## src/rtl/core/atv_pkg.sv

```systemverilog
package atv_pkg;

    localparam int COORD_FRAC_BITS = 16;
    localparam int UNIT_FRAC_BITS  = 24;
    // pixel offsets go back to device units through (size << SCALE_SHIFT)
    localparam int SCALE_SHIFT     = UNIT_FRAC_BITS + 7 - COORD_FRAC_BITS;

    localparam int FIELD_W   = 20;
    localparam int FIELD_MAX = 2 ** (FIELD_W - 1) - 1;
    localparam int FIELD_MIN = -(2 ** (FIELD_W - 1));

    localparam int VIEW_W = 15;
    localparam int LEN_W  = 16;

    localparam int CFG_IDX_W  = 2;
    localparam int CFG_DATA_W = 16;

    typedef enum logic [CFG_IDX_W-1:0] {
        REG_VIEWPORT_WIDTH  = 2'd0,
        REG_VIEWPORT_HEIGHT = 2'd1,
        REG_ARROW_LENGTH    = 2'd2
    } cfg_reg_t;

    localparam logic [VIEW_W-1:0] WIDTH_RESET  = 15'd1024;
    localparam logic [VIEW_W-1:0] HEIGHT_RESET = 15'd768;
    localparam logic [LEN_W-1:0]  LENGTH_RESET = 16'd3072;

    // 0.42 = 21 / 50
    localparam int PERP_NUM = 21;
    localparam int PERP_DEN = 50;

    // |dir * size| < 2^34
    localparam int MAG_W  = 34;
    localparam int HALF_W = MAG_W / 2;
    localparam int RAD_W  = 2 * MAG_W + 2;
    localparam int ROOT_W = RAD_W / 2;
    localparam int SQRT_REM_W = ROOT_W + 2;

    localparam int DIV_NUM_W = 60;
    localparam int DIV_DEN_W = 36;
    localparam int DIV_Q_W   = 26;

    localparam int UNIT_W  = UNIT_FRAC_BITS + 1;
    localparam int LEN21_W = LEN_W + 5;

endpackage

```

## src/rtl/core/atv_sqrt_pipe.sv

```systemverilog
module atv_sqrt_pipe (
    input  logic                          clk,
    input  logic                          en,
    input  logic [atv_pkg::RAD_W-1:0]     rad,
    output logic [atv_pkg::ROOT_W-1:0]    root
);

    localparam int RAD_W  = atv_pkg::RAD_W;
    localparam int ROOT_W = atv_pkg::ROOT_W;
    localparam int REM_W  = atv_pkg::SQRT_REM_W;
    localparam int T_W    = REM_W + 2;

    logic [REM_W-1:0]  rem_reg  [ROOT_W-1];
    logic [RAD_W-1:0]  x_reg    [ROOT_W-1];
    logic [ROOT_W-1:0] root_reg [ROOT_W];

    // one root bit per stage, two radicand bits shifted in each time
    for (genvar k = 0; k < ROOT_W; k++)
    begin : g_stage
        logic [REM_W-1:0]  rin;
        logic [RAD_W-1:0]  xin;
        logic [ROOT_W-1:0] qin;
        logic [T_W-1:0]    t;
        logic [T_W-1:0]    trial;
        logic [REM_W-1:0]  rout;
        logic [ROOT_W-1:0] qout;

        if (k == 0)
        begin : g_first
            assign rin = '0;
            assign xin = rad;
            assign qin = '0;
        end
        else
        begin : g_next
            assign rin = rem_reg[k-1];
            assign xin = x_reg[k-1];
            assign qin = root_reg[k-1];
        end

        always_comb
        begin
            t     = {rin, xin[RAD_W-1:RAD_W-2]};
            trial = T_W'({qin, 2'b01});
            if (t >= trial)
            begin
                rout = REM_W'(t - trial);
                qout = {qin[ROOT_W-2:0], 1'b1};
            end
            else
            begin
                rout = t[REM_W-1:0];
                qout = {qin[ROOT_W-2:0], 1'b0};
            end
        end

        always_ff @(posedge clk)
        begin
            if (en)
            begin
                root_reg[k] <= qout;
            end
        end

        if (k < ROOT_W - 1)
        begin : g_carry
            always_ff @(posedge clk)
            begin
                if (en)
                begin
                    rem_reg[k] <= rout;
                    x_reg[k]   <= {xin[RAD_W-3:0], 2'b00};
                end
            end
        end
    end

    assign root = root_reg[ROOT_W-1];

endmodule

```

## config.mk

```make
export PLATFORM = sky130hd
export DESIGN_NAME = atv_sqrt_pipe
export DESIGN_NICKNAME = d
export VERILOG_FILES = /design/src/rtl/core/atv_pkg.sv /design/src/rtl/core/atv_sqrt_pipe.sv
export SDC_FILE = /design/constraint.sdc
export NUM_CORES = 2
export LEC_CHECK = 0
export ABC_CLOCK_PERIOD_IN_PS = 4700
export BUFFER_PORTS_ARGS = -buffer_cell sky130_fd_sc_hd__buf_2
export CORE_MARGIN = 2
export CORE_UTILIZATION = 43
export DETAILED_ROUTE_END_ITERATION = 16
export PLACE_DENSITY = 0.66
export SLEW_MARGIN = 20
export SYNTH_ARGS = -nofsm -noshare
export SYNTH_HDL_FRONTEND = slang
export SYNTH_MEMORY_MAX_BITS = 65536
export SYNTH_SLANG_ARGS = --single-unit
```

## constraint.sdc

```tcl
create_clock -name clk -period 4.7 [get_ports clk]
set_clock_uncertainty 0.05 [all_clocks]
set_input_delay 0.705 -clock clk [delete_from_list [all_inputs] [get_ports clk]]
set_output_delay 0.705 -clock clk [all_outputs]
set_load 0.01 [all_outputs]
```

==> metrics.yaml <==
logic_synthesis:
  yosysSeqAreaShare: 0.647
  synth_common_cells: "3021 x edfxtp_1, 806 x inv_1, 782 x nand2_1"
  yosysTopAreaCell: "edfxtp_1"
  syn_area_per_cell_um2: 13.0
  synth.area.top_cells: "edfxtp_1 65%, ha_1 6.0%, xor2_1 3.5%"
  synth_cell_types: 89
  ys_dominant_reg_cell: "edfxtp_1"
  synth_edf_count: 3021
  synth_top_area_share: 0.647
  async_reset_ff_frac: 0
  synth_nets: 11600
  yosys_warnings: 0
  synth_seq_cells: 3021
  syn_inst: 10800
  yosysMostFrequentCell: "edfxtp_1"
  syn_area_mm2: 0.140
critical_path:
  required_ns: 5.26
  r2r_cells: 10
  cp-end-kind: "flop"
  critPathMaxFanout: 46
  critPathLaunchType: "flop"
  cp.arrival_ns: 4.84
  path_class: "reg -> reg"
power:
  p_sw_mw: 23.0
  combPwrFrac: 0.210
  clkPwrFrac: 0.327
  power_frac_seq: 0.463
  cell_internal_pwr_mw: 56.4
  p_sw_frac: 0.290
  p_per_area_mw_per_mm2: 502
  ir_drop_uv: 408
  p_leak_nw: 60.0
grt:
  antenna_found_initial: 6
  track_usage: 0.180
  grt.overflow.total: 0
  grt_pass1_wl_um: 475000
  met2_usage: 0.300
  use_met3: 0.0226
  top_usage_layer: "met2"
  use_met1: 0.242
  grt_max_degree: 169
  grt_pass1_vias: 83800
timing:
  fmax_ghz: 0.234
  period_needed_ns: 4.28
  rsz0062_at_grt: "false"
  worst_pin_slew_ns: 1.04
  hold_viol_final: 0
  drv_slew: 0
  hold_ws_ns: 0.274
  fin_crit_sh: 0.911
  slew_headroom: 0.303
  setup_violations: 0
  tns_ns: 0
clock_network:
  cts.htree.levels: 5
  cts_tree: "done"
  clock-sinks: 3021
  clock_latency_ns: 0.95
  cts_root_buf: "clkbuf_16"
  ctsLongestPathBuffers: 4
  clkSlewWorstSetupHoldPaths_ns: 0.06
  cts_made_buffers: 327
floorplanning:
  core_area_mm2: 0.324
  io_pins: 107
  dieArea_mm2: 0.330
  start_util: 0.432
  die_y_um: 575
  rows: 209
  die_w_um: 575
min_path:
  holdCritPathClass: "in -> reg"
  whs_path_depth: 1
drt:
  drt_first_pass_iters: 8
  via_count: 84600
  wl_per_cell_um: 19.1
  drt-total-wl_um: 303000
  drtIter0Drc: 6644
  routed_via_density: 5.35
  final_antenna_net_count: 0
  drc: 0
final_layout:
  final_nets: 12000
  stdcell_count: 15800
  area_growth_pct: 13.0
  largest_reg_flops: 1201
  drive_above_1_share: 0.0786
placed_design:
  gp_congestion: 0.915
  post-place-cells: 15200
  dp_hpwl_um: 219000
  place.port_buffers: 106
flow_run:
  drv_cap: 0
status:
  status: "finished, final reports clean"
==> cell families after synthesis <==
kind of cell    synth area share
flops                      0.647
simple gates              0.0993
compound gates            0.0940
xor+xnor                  0.0649
buf+inv                   0.0278
fa+ha+maj                 0.0596
mux                      0.00712
other cells            0.0000268
==> final cells by class <==
class	instances	area [um2]
fillers	28100	166000
flip-flops and latches	3021	90700
multi-input cells	6762	45700
clock buffers	385	8460
well taps	4325	5410
inverters	810	3040
repair buffers	306	2600
clock inverters	208	2430
diodes	6	15.0
==> what timing repair did <==
item | in CTS | in global routing
gates resized for setup | 0 | 0
endpoints found under the hold margin | 71 | 0
hold buffers | 71 | 0
buffers inserted | 0 | 0
==> power by group through the flow <==
| stage | clock network [mW] | logic, mW | registers, mW |
|---|---|---|---|
| 2_1_floorplan | 0 | 12.1 | 36.1 |
| 3_3_place_gp | 0 | 16.1 | 37.3 |
| 3_5_place_dp | 0 | 16.4 | 37.3 |
| 4_1_cts | 26.8 | 16.6 | 36.8 |
| 5_1_grt | 27.8 | 18.5 | 37.1 |
| 6_report | 25.9 | 16.7 | 36.8 |
==> worst max-delay path: stages (launching register included) <==
cell       delay, ns
edfxtp_1        0.39
ha_1            0.39
a2111oi_0       0.42
o21ai_0         0.16
a22oi_1         0.35
o21ai_0         0.27
a211oi_1        0.53
a22o_1          0.33
o221a_2         0.42
buf_4           0.44
o21ai_0         0.18
==> cell usage in the layout (no fill, tap or decap), drive strengths merged, types with 18 or more instances in the layout <==
| cell | n |
|---|---|
| mux2 | 77 |
| nor4 | 169 |
| nand2b | 129 |
| xor2 | 567 |
| nor2 | 644 |
| and2 | 30 |
| o21ai | 587 |
| dlygate4sd3 | 71 |
| a21boi | 18 |
| nand3 | 178 |
| nor4b | 18 |
| a211o | 21 |
| xnor2 | 471 |
| inv | 821 |
| buf | 235 |
| ha | 667 |
| o21a | 90 |
| o31ai | 64 |
| edfxtp | 3021 |
| a211oi | 46 |
| a21o | 297 |
| or2 | 60 |
| nand2 | 782 |
| clkinv | 145 |
| or3 | 109 |
| nor3 | 264 |
| a21oi | 681 |
| nor2b | 92 |
| clkbuf | 385 |
| or4 | 81 |
| o211ai | 36 |
| nand4 | 104 |
| o21bai | 49 |
| a31oi | 78 |
| bufinv | 41 |
| and3 | 64 |
==> path summary, 6_finish.rpt <==
kind / start / end / slack (ns)
setup / recovery: rem_reg[26][6] / rem_reg[27][4] / 0.42
hold / removal: en / x_reg[6][44] / 0.27
setup reg to reg: rem_reg[26][6] / rem_reg[27][4] / 0.42
hold reg to reg: x_reg[19][48] / x_reg[20][50] / 0.33
==> metal layers <==
metal,vias to the layer above,share of wire,wire length [um]
li1,40900,-,-
met1,41000,0.44,135000
met2,2127,0.48,145000
met3,600,0.044,13300
met4,2,0.035,10600
met5,-,0.000040,12
==> metrics by stage <==
stage          worst slack [ns]  power (mW)  cell area [um2]  utilization
2_1_floorplan              1.04        48.1           140000            -
3_3_place_gp              0.559        53.4           147000        0.453
3_5_place_dp              0.435        53.8           147000        0.453
4_1_cts                   0.396        80.2           158000        0.488
5_1_grt                   0.130        83.5           158000        0.488
6_report                  0.420        79.4           158000        0.488
Power figures use the tool's default switching activity.
